File: src/rtl/crcf_pkg.sv
`timescale 1ns / 1ps
// Package for the CRC-8 length framer: codes, limits, result types and the CRC fold.
// Used by every module of the framer and by the testbench.
package crcf_pkg;

    // Framing constants
    localparam logic [7:0]  START_BYTE = 8'h7E;
    localparam logic [7:0]  CRC_POLY   = 8'h07;
    localparam int          MAX_FRAME  = 1024;
    localparam logic [15:0] MAX_LEN    = 16'(MAX_FRAME);
    localparam int          LEFT_W     = $clog2(MAX_FRAME + 1);

    // Number of result words one input word can cause
    localparam int MAX_RESULTS = 3;
    localparam int COUNT_W     = $clog2(MAX_RESULTS + 1);

    typedef enum logic
    {
        KIND_START = 1'b0,
        KIND_DATA  = 1'b1
    } kind_t;

    typedef enum logic [1:0]
    {
        STATUS_OK       = 2'd0,
        STATUS_BAD_LEN  = 2'd1,
        STATUS_NO_FRAME = 2'd2
    } status_t;

    typedef struct packed
    {
        logic [7:0] out_byte;
        logic       frame_end;
        logic       last_of_run;
        logic [1:0] status;
    } result_t;

    // All result words caused by one input word, first result in word[0]
    typedef struct packed
    {
        logic [COUNT_W-1:0]          count;
        result_t [MAX_RESULTS-1:0]   word;
    } burst_t;

    // One byte folded into the CRC-8, polynomial 0x07, most significant bit first.
    function automatic logic [7:0] crc8_fold(input logic [7:0] crc, input logic [7:0] data);
        logic [7:0] c;
        c = crc ^ data;
        for (int i = 0; i < 8; i++)
        begin
            if (c[7])
                c = {c[6:0], 1'b0} ^ CRC_POLY;
            else
                c = {c[6:0], 1'b0};
        end
        return c;
    endfunction

endpackage

File: src/rtl/crcf_item_if.sv
`timescale 1ns / 1ps
// Input channel of the framer: valid/ready handshake with start and payload fields.
// Depends on nothing but the handshake convention; widths match crcf_pkg.
interface crcf_item_if;

    logic        valid;
    logic        ready;
    logic        kind;
    logic [7:0]  data_byte;
    logic [15:0] frame_len;

    modport source (output valid, output kind, output data_byte, output frame_len,
                    input ready);
    modport sink   (input valid, input kind, input data_byte, input frame_len,
                    output ready);

endinterface

File: src/rtl/crcf_stream_if.sv
`timescale 1ns / 1ps
// Output channel of the framer: valid/ready handshake carrying one framed byte a word.
// Depends on nothing but the handshake convention; widths match crcf_pkg.
interface crcf_stream_if;

    logic       valid;
    logic       ready;
    logic [7:0] out_byte;
    logic       frame_end;
    logic       last_of_run;
    logic [1:0] status;

    modport source (output valid, output out_byte, output frame_end, output last_of_run,
                    output status, input ready);
    modport sink   (input valid, input out_byte, input frame_end, input last_of_run,
                    input status, output ready);

endinterface

File: src/rtl/crcf_core.sv
`timescale 1ns / 1ps
// Framing state (open flag, bytes left, running CRC) and result generation per input word.
// Depends on crcf_pkg and crcf_item_if.
module crcf_core
(
    input  logic            clk,
    input  logic            rst_n,
    crcf_item_if.sink       item,
    input  logic            can_load,
    output logic            load,
    output crcf_pkg::burst_t burst
);
    import crcf_pkg::*;

    logic              frame_open_reg;
    logic              frame_open_next;
    logic [LEFT_W-1:0] bytes_left_reg;
    logic [LEFT_W-1:0] bytes_left_next;
    logic [7:0]        crc_reg;
    logic [7:0]        crc_next;
    logic [7:0]        crc_fold_val;
    logic [LEFT_W-1:0] left_dec;
    logic              bad_len;

    // A word is taken whenever the result queue can take its results.
    assign item.ready = can_load;
    assign load       = item.valid & item.ready;

    assign crc_fold_val = crc8_fold(crc_reg, item.data_byte);
    assign left_dec     = (bytes_left_reg != '0) ? bytes_left_reg - LEFT_W'(1) : '0;
    assign bad_len      = (item.frame_len == 16'd0) || (item.frame_len > MAX_LEN);

    // Results and next state for the word at the input.
    always_comb
    begin
        frame_open_next = frame_open_reg;
        bytes_left_next = bytes_left_reg;
        crc_next        = crc_reg;
        burst           = '0;

        if (item.kind == KIND_START)
        begin
            crc_next = 8'd0;
            if (bad_len)
            begin
                // Rejected length abandons any open frame.
                frame_open_next           = 1'b0;
                bytes_left_next           = '0;
                burst.count               = COUNT_W'(1);
                burst.word[0].last_of_run = 1'b1;
                burst.word[0].status      = STATUS_BAD_LEN;
            end
            else
            begin
                frame_open_next           = 1'b1;
                bytes_left_next           = item.frame_len[LEFT_W-1:0];
                burst.count               = COUNT_W'(3);
                burst.word[0].out_byte    = START_BYTE;
                burst.word[1].out_byte    = item.frame_len[15:8];
                burst.word[2].out_byte    = item.frame_len[7:0];
                burst.word[2].last_of_run = 1'b1;
            end
        end
        else if (!frame_open_reg)
        begin
            // Payload byte with no frame open: report it, leave the state alone.
            burst.count               = COUNT_W'(1);
            burst.word[0].last_of_run = 1'b1;
            burst.word[0].status      = STATUS_NO_FRAME;
        end
        else
        begin
            bytes_left_next        = left_dec;
            burst.word[0].out_byte = item.data_byte;
            if (left_dec == '0)
            begin
                // Final payload byte: follow it with the CRC and close the frame.
                frame_open_next           = 1'b0;
                crc_next                  = 8'd0;
                burst.count               = COUNT_W'(2);
                burst.word[1].out_byte    = crc_fold_val;
                burst.word[1].frame_end   = 1'b1;
                burst.word[1].last_of_run = 1'b1;
            end
            else
            begin
                crc_next                  = crc_fold_val;
                burst.count               = COUNT_W'(1);
                burst.word[0].last_of_run = 1'b1;
            end
        end
    end

    // State registers, updated only when a word is taken.
    always_ff @(posedge clk or negedge rst_n)
    begin
        if (!rst_n)
        begin
            frame_open_reg <= 1'b0;
            bytes_left_reg <= '0;
            crc_reg        <= 8'd0;
        end
        else if (load)
        begin
            frame_open_reg <= frame_open_next;
            bytes_left_reg <= bytes_left_next;
            crc_reg        <= crc_next;
        end
    end

endmodule

File: src/rtl/crcf_out_queue.sv
`timescale 1ns / 1ps
// Result register bank: up to three result words, shifted out one a cycle when ready.
// Depends on crcf_pkg and crcf_stream_if.
module crcf_out_queue
(
    input  logic             clk,
    input  logic             rst_n,
    input  logic             load,
    input  crcf_pkg::burst_t burst,
    output logic             can_load,
    crcf_stream_if.source    stream
);
    import crcf_pkg::*;

    result_t [MAX_RESULTS-1:0] word_reg;
    result_t [MAX_RESULTS-1:0] word_next;
    logic [COUNT_W-1:0]        count_reg;
    logic [COUNT_W-1:0]        count_next;
    logic                      pop;

    // The head word drives the output channel.
    assign stream.valid       = (count_reg != '0);
    assign stream.out_byte    = word_reg[0].out_byte;
    assign stream.frame_end   = word_reg[0].frame_end;
    assign stream.last_of_run = word_reg[0].last_of_run;
    assign stream.status      = word_reg[0].status;

    assign pop      = stream.valid & stream.ready;
    assign can_load = (count_reg == '0) || ((count_reg == COUNT_W'(1)) && pop);

    // Load a new burst, or shift the bank down by one word on a pop.
    always_comb
    begin
        word_next  = word_reg;
        count_next = count_reg;
        if (load)
        begin
            word_next  = burst.word;
            count_next = burst.count;
        end
        else if (pop)
        begin
            for (int i = 0; i < MAX_RESULTS - 1; i++)
            begin
                word_next[i] = word_reg[i + 1];
            end
            count_next = count_reg - COUNT_W'(1);
        end
    end

    // Word count is control state and is cleared by reset.
    always_ff @(posedge clk or negedge rst_n)
    begin
        if (!rst_n)
        begin
            count_reg <= '0;
        end
        else
        begin
            count_reg <= count_next;
        end
    end

    // Payload words need no reset.
    always_ff @(posedge clk)
    begin
        word_reg <= word_next;
    end

endmodule

File: src/rtl/crc8_length_framer.sv
`timescale 1ns / 1ps
// The first result word of an input word is offered in the cycle after it is taken.
// One input word a cycle while each gives one result and the output is ready; a frame start
// gives three results and a final payload byte two, and the next word waits for their last.
// Reset (rst_n, asynchronous, active low) closes any frame, clears the CRC and empties the bank.
// Depends on crcf_pkg, crcf_item_if, crcf_stream_if, crcf_core and crcf_out_queue.
module crc8_length_framer
(
    input  logic          clk,
    input  logic          rst_n,
    crcf_item_if.sink     item,
    crcf_stream_if.source stream
);
    import crcf_pkg::*;

    logic   can_load;
    logic   load;
    burst_t burst;

    // Framing state and result generation.
    crcf_core u_core
    (
        .clk      (clk),
        .rst_n    (rst_n),
        .item     (item),
        .can_load (can_load),
        .load     (load),
        .burst    (burst)
    );

    // Result bank and output channel.
    crcf_out_queue u_queue
    (
        .clk      (clk),
        .rst_n    (rst_n),
        .load     (load),
        .burst    (burst),
        .can_load (can_load),
        .stream   (stream)
    );

    // Every accepted word gives at least one result, offered in the next cycle.
    a_load_count: assert property (@(posedge clk) disable iff (!rst_n)
        load |-> (burst.count != '0))
        else $error("accepted word produced no result");

    a_load_offers: assert property (@(posedge clk) disable iff (!rst_n)
        load |=> stream.valid)
        else $error("no result offered after an accepted word");

    // A result that is not the last of its run is followed by another.
    a_run_continues: assert property (@(posedge clk) disable iff (!rst_n)
        (stream.valid && stream.ready && !stream.last_of_run) |=> stream.valid)
        else $error("run of results ended early");

    // The CRC byte closes the run of its word and carries no error.
    a_end_ok: assert property (@(posedge clk) disable iff (!rst_n)
        (stream.valid && stream.frame_end) |->
            (stream.last_of_run && (stream.status == STATUS_OK)))
        else $error("frame end on a bad or non-final result");

endmodule

File: src/flat_wrapper.sv
// flat-port wrapper written by rule: the top's interface ports become plain ports
module crc8_length_framer_flat import crcf_pkg::*;
  (clk, rst_n, item_valid, item_kind, item_data_byte, item_frame_len, item_ready, stream_valid, stream_out_byte, stream_frame_end, stream_last_of_run, stream_status, stream_ready);
  crcf_item_if item_i ();
  crcf_stream_if stream_i ();
  input  logic clk;
  input  logic rst_n;
  input wire logic [$bits(item_i.valid)-1:0] item_valid;
  input wire logic [$bits(item_i.kind)-1:0] item_kind;
  input wire logic [$bits(item_i.data_byte)-1:0] item_data_byte;
  input wire logic [$bits(item_i.frame_len)-1:0] item_frame_len;
  output wire logic [$bits(item_i.ready)-1:0] item_ready;
  output wire logic [$bits(stream_i.valid)-1:0] stream_valid;
  output wire logic [$bits(stream_i.out_byte)-1:0] stream_out_byte;
  output wire logic [$bits(stream_i.frame_end)-1:0] stream_frame_end;
  output wire logic [$bits(stream_i.last_of_run)-1:0] stream_last_of_run;
  output wire logic [$bits(stream_i.status)-1:0] stream_status;
  input wire logic [$bits(stream_i.ready)-1:0] stream_ready;
  assign item_i.valid = item_valid;
  assign item_i.kind = item_kind;
  assign item_i.data_byte = item_data_byte;
  assign item_i.frame_len = item_frame_len;
  assign item_ready = item_i.ready;
  assign stream_valid = stream_i.valid;
  assign stream_out_byte = stream_i.out_byte;
  assign stream_frame_end = stream_i.frame_end;
  assign stream_last_of_run = stream_i.last_of_run;
  assign stream_status = stream_i.status;
  assign stream_i.ready = stream_ready;
  crc8_length_framer u_core (.clk(clk), .rst_n(rst_n), .item(item_i), .stream(stream_i));
endmodule
File: config.mk
export PLATFORM = sky130hd
export DESIGN_NAME = crc8_length_framer_flat
export DESIGN_NICKNAME = d
export VERILOG_FILES = /design/src/rtl/crcf_pkg.sv /design/src/rtl/crcf_item_if.sv /design/src/rtl/crcf_stream_if.sv /design/src/rtl/crcf_core.sv /design/src/rtl/crcf_out_queue.sv /design/src/rtl/crc8_length_framer.sv /design/src/flat_wrapper.sv
export SDC_FILE = /design/constraint.sdc
export NUM_CORES = 1
export LEC_CHECK = 0
export BUFFER_PORTS_ARGS = -buffer_cell sky130_fd_sc_hd__buf_2
export CAP_MARGIN = 20
export CORE_MARGIN = 2
export CORE_UTILIZATION = 55
export DETAILED_ROUTE_END_ITERATION = 6
export PLACE_DENSITY = 0.8
export SYNTH_ARGS = -nofsm -noshare
export SYNTH_HDL_FRONTEND = slang
export SYNTH_SLANG_ARGS = --single-unit
File: constraint.sdc
create_clock -name clk -period 3.78 [get_ports clk]
set_input_delay 0.189 -clock clk [delete_from_list [all_inputs] [get_ports clk]]
set_output_delay 0.189 -clock clk [all_outputs]
set_load 0.05 [all_outputs]
**Yosys cells after proc, flatten, opt, wreduce, memory -nomap -nowiden**

Cells that the tools add are included.

- Reductions and logical operators: 11
- $add $sub $neg: 2
- Mux-type cells: 39
- Bitwise gates (word level): 11
- Eq/ne operators: 2
- Order comparisons: 1

Operators with widths:

| operator | count |
|---|---|
| 2-to-1 mux 8 bit | 7 |
| 2-to-1 mux 24 bit | 2 |
| 2-to-1 mux 11 bit | 4 |
| 2-to-1 mux 3 bit | 10 |
| inverter 3 bit | 8 |
| 2-to-1 mux 10 bit | 2 |
| > comparator 16 x 11 -> 1 bit (second input constant) | 1 |
| zero test 16 bit | 1 |
| 2-to-1 mux 2 bit | 8 |
| zero test 11 bit | 1 |
| nonzero test 11 bit | 1 |
| subtractor 11 x 1 -> 11 bit (second input constant) | 1 |
| XOR 8 bit | 1 |
| 2-to-1 mux 7 bit | 1 |
| 2-to-1 mux 1 bit | 5 |
| nonzero test 2 bit | 2 |
| AND 1 bit | 2 |
| equality test 2 x 1 -> 1 bit (second input constant) | 1 |
| zero test 2 bit | 1 |
| logical OR 1 bit | 2 |
| != test 2 x 1 -> 1 bit (second input constant) | 1 |
| AND reduction 2 bit | 1 |
| OR reduction 2 bit | 1 |
| subtractor 2 x 1 -> 2 bit (second input constant) | 1 |
| logical AND 1 bit | 1 |

- Input port bits: 29
- Flip-flop bits (word level): 53
- Word-level logic and storage cells: 79

**Depth between registers and ports, before layout**

Gate-level depths: netlist of run 1.

- Depth after elaboration: 21
- Depth in mapped cells: 9
- Gate-level depth less buffers: 8

**By module**

A second synthesis of run 1 with hierarchy kept.

- Cell total of the unflattened synthesis: 319
- Area total of the unflattened synthesis: 3489.6 µm²

By module, submodules not included:

| module | area an instance (µm²) | times used | cells an instance |
|---|---|---|---|
| crcf_core | 1856.8 | 1 | 228 |
| crcf_out_queue | 1632.8 | 1 | 91 |

**Worst setup path before layout of run 1**

OpenSTA, ideal clock, no wires.

- Path type: flip-flop to flip-flop
- Start: register u_core.u_core.bytes_left_reg[0]
- End: register u_core.u_queue.word_reg (netlist bit u_core.u_queue.stream.last_of_run), data pin
- Arrival time: 2.480 ns
- Cell stages (with the launch flop): 10
- Clock period less this slack: 2.751 ns
- Required time: 3.509 ns
- Path slack: 1.029 ns
- Buffers on the path: 2
- Path through: dfrtp_1 -> inv_1 -> ha_1 -> or4b_1 -> buf_2 -> or4_1 -> a22o_1 -> o31ai_2 -> buf_4 -> a21oi_1

RTL lines:

| what | RTL line | source |
|---|---|---|
| start: declaration | crcf_core.sv:17 | `logic [LEFT_W-1:0] bytes_left_reg;` |
| start signal: assignment | crcf_core.sv:106 | `bytes_left_reg <= bytes_left_next;` |
| end signal: assignment | crcf_out_queue.sv:67 | `word_reg <= word_next;` |
| end: declaration | crcf_out_queue.sv:15 | `result_t [MAX_RESULTS-1:0] word_reg;` |

==> metrics, run 1 <==
average wire per standard cell=16.71 um; max-cap viol count=0; commonest non-fill, non-tap cell in the layout=buf_2; total wire length=6.550 mm; worst setup margin=0.7688 ns; root buf cell=clkbuf_8; number of flip-flops in the largest register=19; largest fanout on the critical path=11; 1st-iter DRT viols=173; full die area=6103 um2; Worst Setup SP=u_core.u_core.bytes_left_reg[0]; CORE AREA=5205 um2; fmax=332.1 MHz; placed cell count=383; Final #Nets=354; CTS tree=built; worst slack, placed=roughly 0.8 ns; Leak Pwr=1.358 nW; Detail Route met3 WL=533 um; Slew HR=0.3170; Finished Core Util=0.6300; CTS sink count=53; total CTS buffers=5; Hold-fix buffers, CTS=1; PortBufs=42; CP Class=reg2reg; Max VDD drop=0.0004785 V; post-synthesis sequential area ratio=0.4870; Clock Path Buffers=2; chip height=78.12 um; Post-synth EDFFs=30; RSZ-0062 raised after global routing=no; die width=78.12 um; Remaining Overflow, GRT=0; DRC Markers=0; register share of total power=0.364; DR vias/cell=6.051; fin cells=392; Synth Warn #=0; Final setup viols=0; largest net degree at the start of global routing=23; Max Slew Vio Count=0; Final Wtd Congestion=around 0.9; min Tclk post-route=about 3.0 ns; synthesis-stage register bit count=53; status=finished, final reports clean; Primary FF master, synth=edfxtp_1; Clock Power Share=0.117; CP Capture Type=register; Worst Tran Pin Value=about 1.0 ns; Gate power share=0.519; Post-CTS Resized=0; vias in the first global route=2242; Clock Skew=0.01332 ns; starting density of the core=0.5805; Clk pin slew, worst setup/hold paths=0.10 ns; Vias=2372; Area contributors post-synth=edfxtp_1, dfrtp_1, xnor2_1, nand2_1, buf_4; Rows=26; first drt pass iteration count=5; initial antenna violation count=0; Net Sw Power=1.263 mW; worst r2r src=u_core.u_core.bytes_left_reg[0]; layout cells sized above 1=0.2205; period utilization=0.7966; fraction of registers with async set/reset=0.4151; worst endpoint data arrival time=3.05 ns; first-pass GRT wire length=10.93 mm; H-tree levels=2; n_diodes=0; P&R area growth vs syn=8.530%; P_int=approximately 1.5 mW; FF-to-FF setup slack=0.77 ns; post-synth net total=328; hpwl dp=4.629 mm; total design power=2.753 mW; Total GRT Usage=0.2309; P per Cell Area=839.4 nW/um2; HP Class=in2reg; area fraction of the dominant cell type after synthesis=0.2981; Cell Area, Synth=3022 um2; area leader, netlist=edfxtp_1; Syn Area/Cell=10.24 um2; post-CTS setup buffer count=0; clk_lat worst skew=about 0.31 ns; Gate Count Post-Synth=about 300; Crit path required time=3.81 ns; IO Count=43; Final Hold Vio Count=0; max layer used=met4; most frequent cells in the layout=buf_2, nand2_1, edfxtp_1, dfrtp_1, xnor2_1; hold wc startpoint=item_frame_len[1]; number of nets with antenna violations after routing=0; routed metal-1 wire length=around 2.8 mm; Net Sw Frac=0.4588; Yosys cell types=61; CP Launch Type=register; Setup TNS Final=0 ns; met2 wire len=3.145 mm
power by group through the flow:
stage	Sequential (mW)	Clock (mW)	Combinational, mW
after CTS	0.999	0.326	1.42
after global placement	0.998	0	1.37
after global routing	1.03	0.350	1.57
after floorplan	0.994	0	1.20
final	1.00	0.322	1.43
after detailed placement	1.01	0	1.40
worst paths after layout:
| check | cells past startpoint | end |
|---|---|---|
| max | 8 | u_core.u_queue.stream.last_of_run |
| min | 3 | u_core.u_core.bytes_left_reg[1] |
| max reg2reg | 8 | u_core.u_queue.stream.last_of_run |
| min reg2reg | 2 | u_core.u_queue.stream.frame_end |
| max in group asynchronous | 2 | u_core.u_core.crc_reg[6] |
| min in group asynchronous | 2 | u_core.u_core.crc_reg[7] |
stage by stage:
step / instance area, um2 / hold WS, ns
finish: 3279 / 0.1627
global route: 3279 / 0.1793
CTS: 3279 / 0.1664
detailed placement: 3178 / 0.2032
global placement: 3178 / 0.2019
floorplan: 3022 / -0.1066
layer usage:
| metal | vias up | GRT usage |
|---|---|---|
| met5 | - | 0 |
| met1 | 1115 | 0.3178 |
| met2 | 125 | 0.3845 |
| met4 | 0 | 0.05614 |
| met3 | 8 | 0.03908 |
| li1 | 1124 | - |
cell usage after synthesis, types with 3 or more instances:
master and n:
nand2_1 38, a211oi_1 3, a21oi_1 9, o211ai_1 3, ha_1 4, clkbuf_1 8, xor2_1 5, nor3_1 6
a22o_1 3, edfxtp_1 30, o21ai_2 10, inv_1 6, o21ai_0 8, nor4_1 7, xnor2_1 20, a32oi_1 3
a31oi_1 4, or4_1 4, a22oi_1 7, and2_1 10, a21o_1 4, dfrtp_1 22, buf_4 13, nand3_1 7
o21ai_1 7, nor2_1 13
worst max-delay path, stage by stage, from the launching register on:
cell and delay [ns]:
dfrtp_1 0.45, inv_1 0.12, ha_1 0.27, or4b_1 0.58, or4_1 0.44, a22o_1 0.31
o31ai_2 0.25, buf_4 0.23, a21oi_1 0.09
cell type report:
cell class	count	area, um2
timing repair buffer	46	242.7
tap	70	87.58
clock buffer	5	68.82
sequential	53	1471
clock inverter	3	22.52
fill	439	1926
multi-input combinational	208	1360
inverter	7	26.28
cell families (layout without fill, tap and decap cells):
logic type | Yosys count | in the layout | synth area share
muxes | 1 | 1 | 0.003313
and+or+nand+nor | 103 | 103 | 0.1756
AOI/OAI and AO/OA | 75 | 75 | 0.1805
buffers and inverters | 34 | 61 | 0.06459
adders and majority gates | 4 | 4 | 0.01656
xor gates and xnor gates | 25 | 25 | 0.07246
DFF | 53 | 53 | 0.4870
(Power assumes the default switching activity.)
==> run 2: changes to the inputs <==
--- a/config.mk
+++ b/config.mk
@@ -5,12 +5,13 @@
 export SDC_FILE = /design/constraint.sdc
 export NUM_CORES = 1
 export LEC_CHECK = 0
+export ABC_AREA = 1
 export BUFFER_PORTS_ARGS = -buffer_cell sky130_fd_sc_hd__buf_2
 export CAP_MARGIN = 20
 export CORE_MARGIN = 2
-export CORE_UTILIZATION = 55
+export CORE_UTILIZATION = 52
 export DETAILED_ROUTE_END_ITERATION = 6
-export PLACE_DENSITY = 0.8
+export PLACE_DENSITY = 0.79
 export SYNTH_ARGS = -nofsm -noshare
 export SYNTH_HDL_FRONTEND = slang
 export SYNTH_SLANG_ARGS = --single-unit
==> constraint.sdc (replaced) <==
create_clock -name clk -period 2.4 [get_ports clk]
set_input_delay 0.12 -clock clk [delete_from_list [all_inputs] [get_ports clk]]
set_output_delay 0.12 -clock clk [all_outputs]
set_load 0.05 [all_outputs]
==> metrics, run 2 <==
full die area=6535 um2; post-synthesis sequential area ratio=0.4792; Worst Tran Pin Value=0.5874 ns; Primary FF master, synth=edfxtp_1; fmax=between 400 and 500 MHz; 1st-iter DRT viols=266; HP Class=in2reg; Final setup viols=0; RSZ-0062 raised after global routing=no; Cell Area, Synth=3070 um2; CTS sink count=53; area leader, netlist=edfxtp_1; max-cap viol count=0; Clock Skew=0.008268 ns; synthesis-stage register bit count=53; Hold EP=u_core.u_queue.word_reg[32]; CP Launch Type=register; period utilization=0.9172; most common library cells after synthesis=nand2_1, inv_1, nand3_1; chip height=just over 80 um; starting density of the core=0.5475; largest net degree at the start of global routing=23; Max VDD drop=0.0007146 V; H-tree levels=2; n_diodes=0; worst slack, placed=0.2549 ns; worst r2r src=u_core.u_queue.count_reg[0]; average wire per standard cell=between 10 and 15 um; Setup TNS Final=0 ns; status=finished, final reports clean; commonest non-fill, non-tap cell in the layout=nand2_1; area fraction of the dominant cell type after synthesis=0.2934; Area contributors post-synth=edfxtp_1, dfrtp_1, nand2_1, inv_1, nand3_1; Final #Nets=453; first drt pass iteration count=7; DRC Markers=0; root buf cell=clkbuf_8; Clk pin slew, worst setup/hold paths=0.10 ns; DR vias/cell=5.450; Yosys cell types=37; CTS tree=built; Crit path required time=2.46 ns; Detail Route met3 WL=around 460 um; layout cells sized above 1=0.1876; IO Count=43; Post-synth EDFFs=30; Total GRT Usage=0.2347; reg-to-reg endpoint=u_core.u_queue.word_reg[16]; Final Hold Vio Count=0; clk_lat worst skew=~0.31 ns; CORE AREA=~5600 um2; most common cell in the netlist=nand2_1; post-synth net total=411; hold path depth=3; max layer used=met4; vias in the first global route=2487; Synth Warn #=0; met2 wire len=3.675 mm; Remaining Overflow, GRT=0; Leak Pwr=1.693 nW; first-pass GRT wire length=11.79 mm; Clock Path Buffers=2; hold wc startpoint=item_frame_len[4]; min Tclk post-route=roughly 2.2 ns; Syn Area/Cell=8.123 um2; placed cell count=around 480; total CTS buffers=5; CP Class=reg2reg; largest fanout on the critical path=10; FF-to-FF setup slack=between 0.15 and 0.2 ns; Gate Count Post-Synth=378; die width=a little over 80 um; fraction of registers with async set/reset=0.4151; most frequent cells in the layout=nand2_1, inv_1, buf_2, nand3_1; P&R area growth vs syn=12.22%; Max Slew Vio Count=0; hpwl dp=5.529 mm; Final Wtd Congestion=around 1.0; PortBufs=42; initial antenna violation count=0; Vias=2687; number of flip-flops in the largest register=19; fin cells=493; CP Capture Type=register; routed metal-1 wire length=roughly 3 mm; P per Cell Area=1114 nW/um2; Rows=27; R2R cell count=10; total wire length=approximately 7.3 mm; number of nets with antenna violations after routing=0; Slew HR=0.6084; worst endpoint data arrival time=2.26 ns; worst setup margin=0.1988 ns
[run 2: area by class of cell]
class | instances | area, um2
multi-input combinational | 256 | 1304
sequential | 53 | 1471
fill | 507 | 2162
timing repair buffer | 52 | 287.8
clock buffer | 5 | 68.82
tap | 72 | 90.09
inverter | 52 | 202.7
clock inverter | 3 | 21.27
[run 2: worst max path at each step]
stage	startpoint	end	slack (ns)	cells after the start
4_1_cts	u_core.u_core.bytes_left_reg[0]	u_core.u_queue.word_reg[17]	0.21	11
5_1_grt	u_core.u_core.bytes_left_reg[0]	u_core.u_queue.word_reg[17]	0.01	11
3_3_place_gp	u_core.u_core.bytes_left_reg[0]	u_core.u_queue.word_reg[17]	0.29	11
6_report	u_core.u_queue.count_reg[0]	u_core.u_queue.word_reg[16]	0.20	10
2_1_floorplan	u_core.u_queue.count_reg[0]	u_core.u_core.crc_reg[7]	0.04	10
3_5_place_dp	u_core.u_core.bytes_left_reg[0]	u_core.u_queue.word_reg[17]	0.25	11
[run 2: per-layer routing]
metal,GRT usage,up-vias
met5,0,-
met4,0.06102,0
met3,0.03444,26
met2,0.4157,132
met1,0.3009,1229
li1,-,1300
[run 2: cells by family after synthesis]
group	Yosys count	synth area share
AOI/OAI and AO/OA	44	0.08558
adders and majority gates	4	0.01630
xor gates and xnor gates	15	0.04279
buffers and inverters	69	0.1002
and+or+nand+nor	193	0.2759
DFF	53	0.4792
[run 2: where the power goes]
part           switching [mW]  internal (mW)  total (mW)
clock                   0.319          0.208       0.527
combinational            1.32          0.571        1.89
sequential              0.137           1.29        1.42
total                    1.77           2.06        3.84
[run 2: repair_timing]
action	CTS	global route
hold endpoints to repair	22	0
gates resized for setup	0	1
buffers inserted	0	0
endpoints found under the setup margin	0	1
hold buffers	1	0
[run 2: worst max-delay path: stages, from the launching register on]
cell	delay [ns]
dfrtp_1	0.40
inv_1	0.06
ha_1	0.25
clkinvlp_4	0.11
nand2_4	0.05
nand2_1	0.19
inv_2	0.12
nand2_1	0.33
inv_1	0.10
a21oi_1	0.24
nand2_1	0.09
[run 2: stage by stage]
stage          area, um2  power, mW  hold WS (ns)    util
2_1_floorplan       3088      2.915       -0.1756       -
3_3_place_gp        3343      3.258        0.1461  0.5962
3_5_place_dp        3343      3.301        0.1508  0.5962
4_1_cts             3443      3.815        0.1118  0.6140
5_1_grt             3446      4.086        0.1254  0.6145
6_report            3446      3.837        0.1081  0.6145
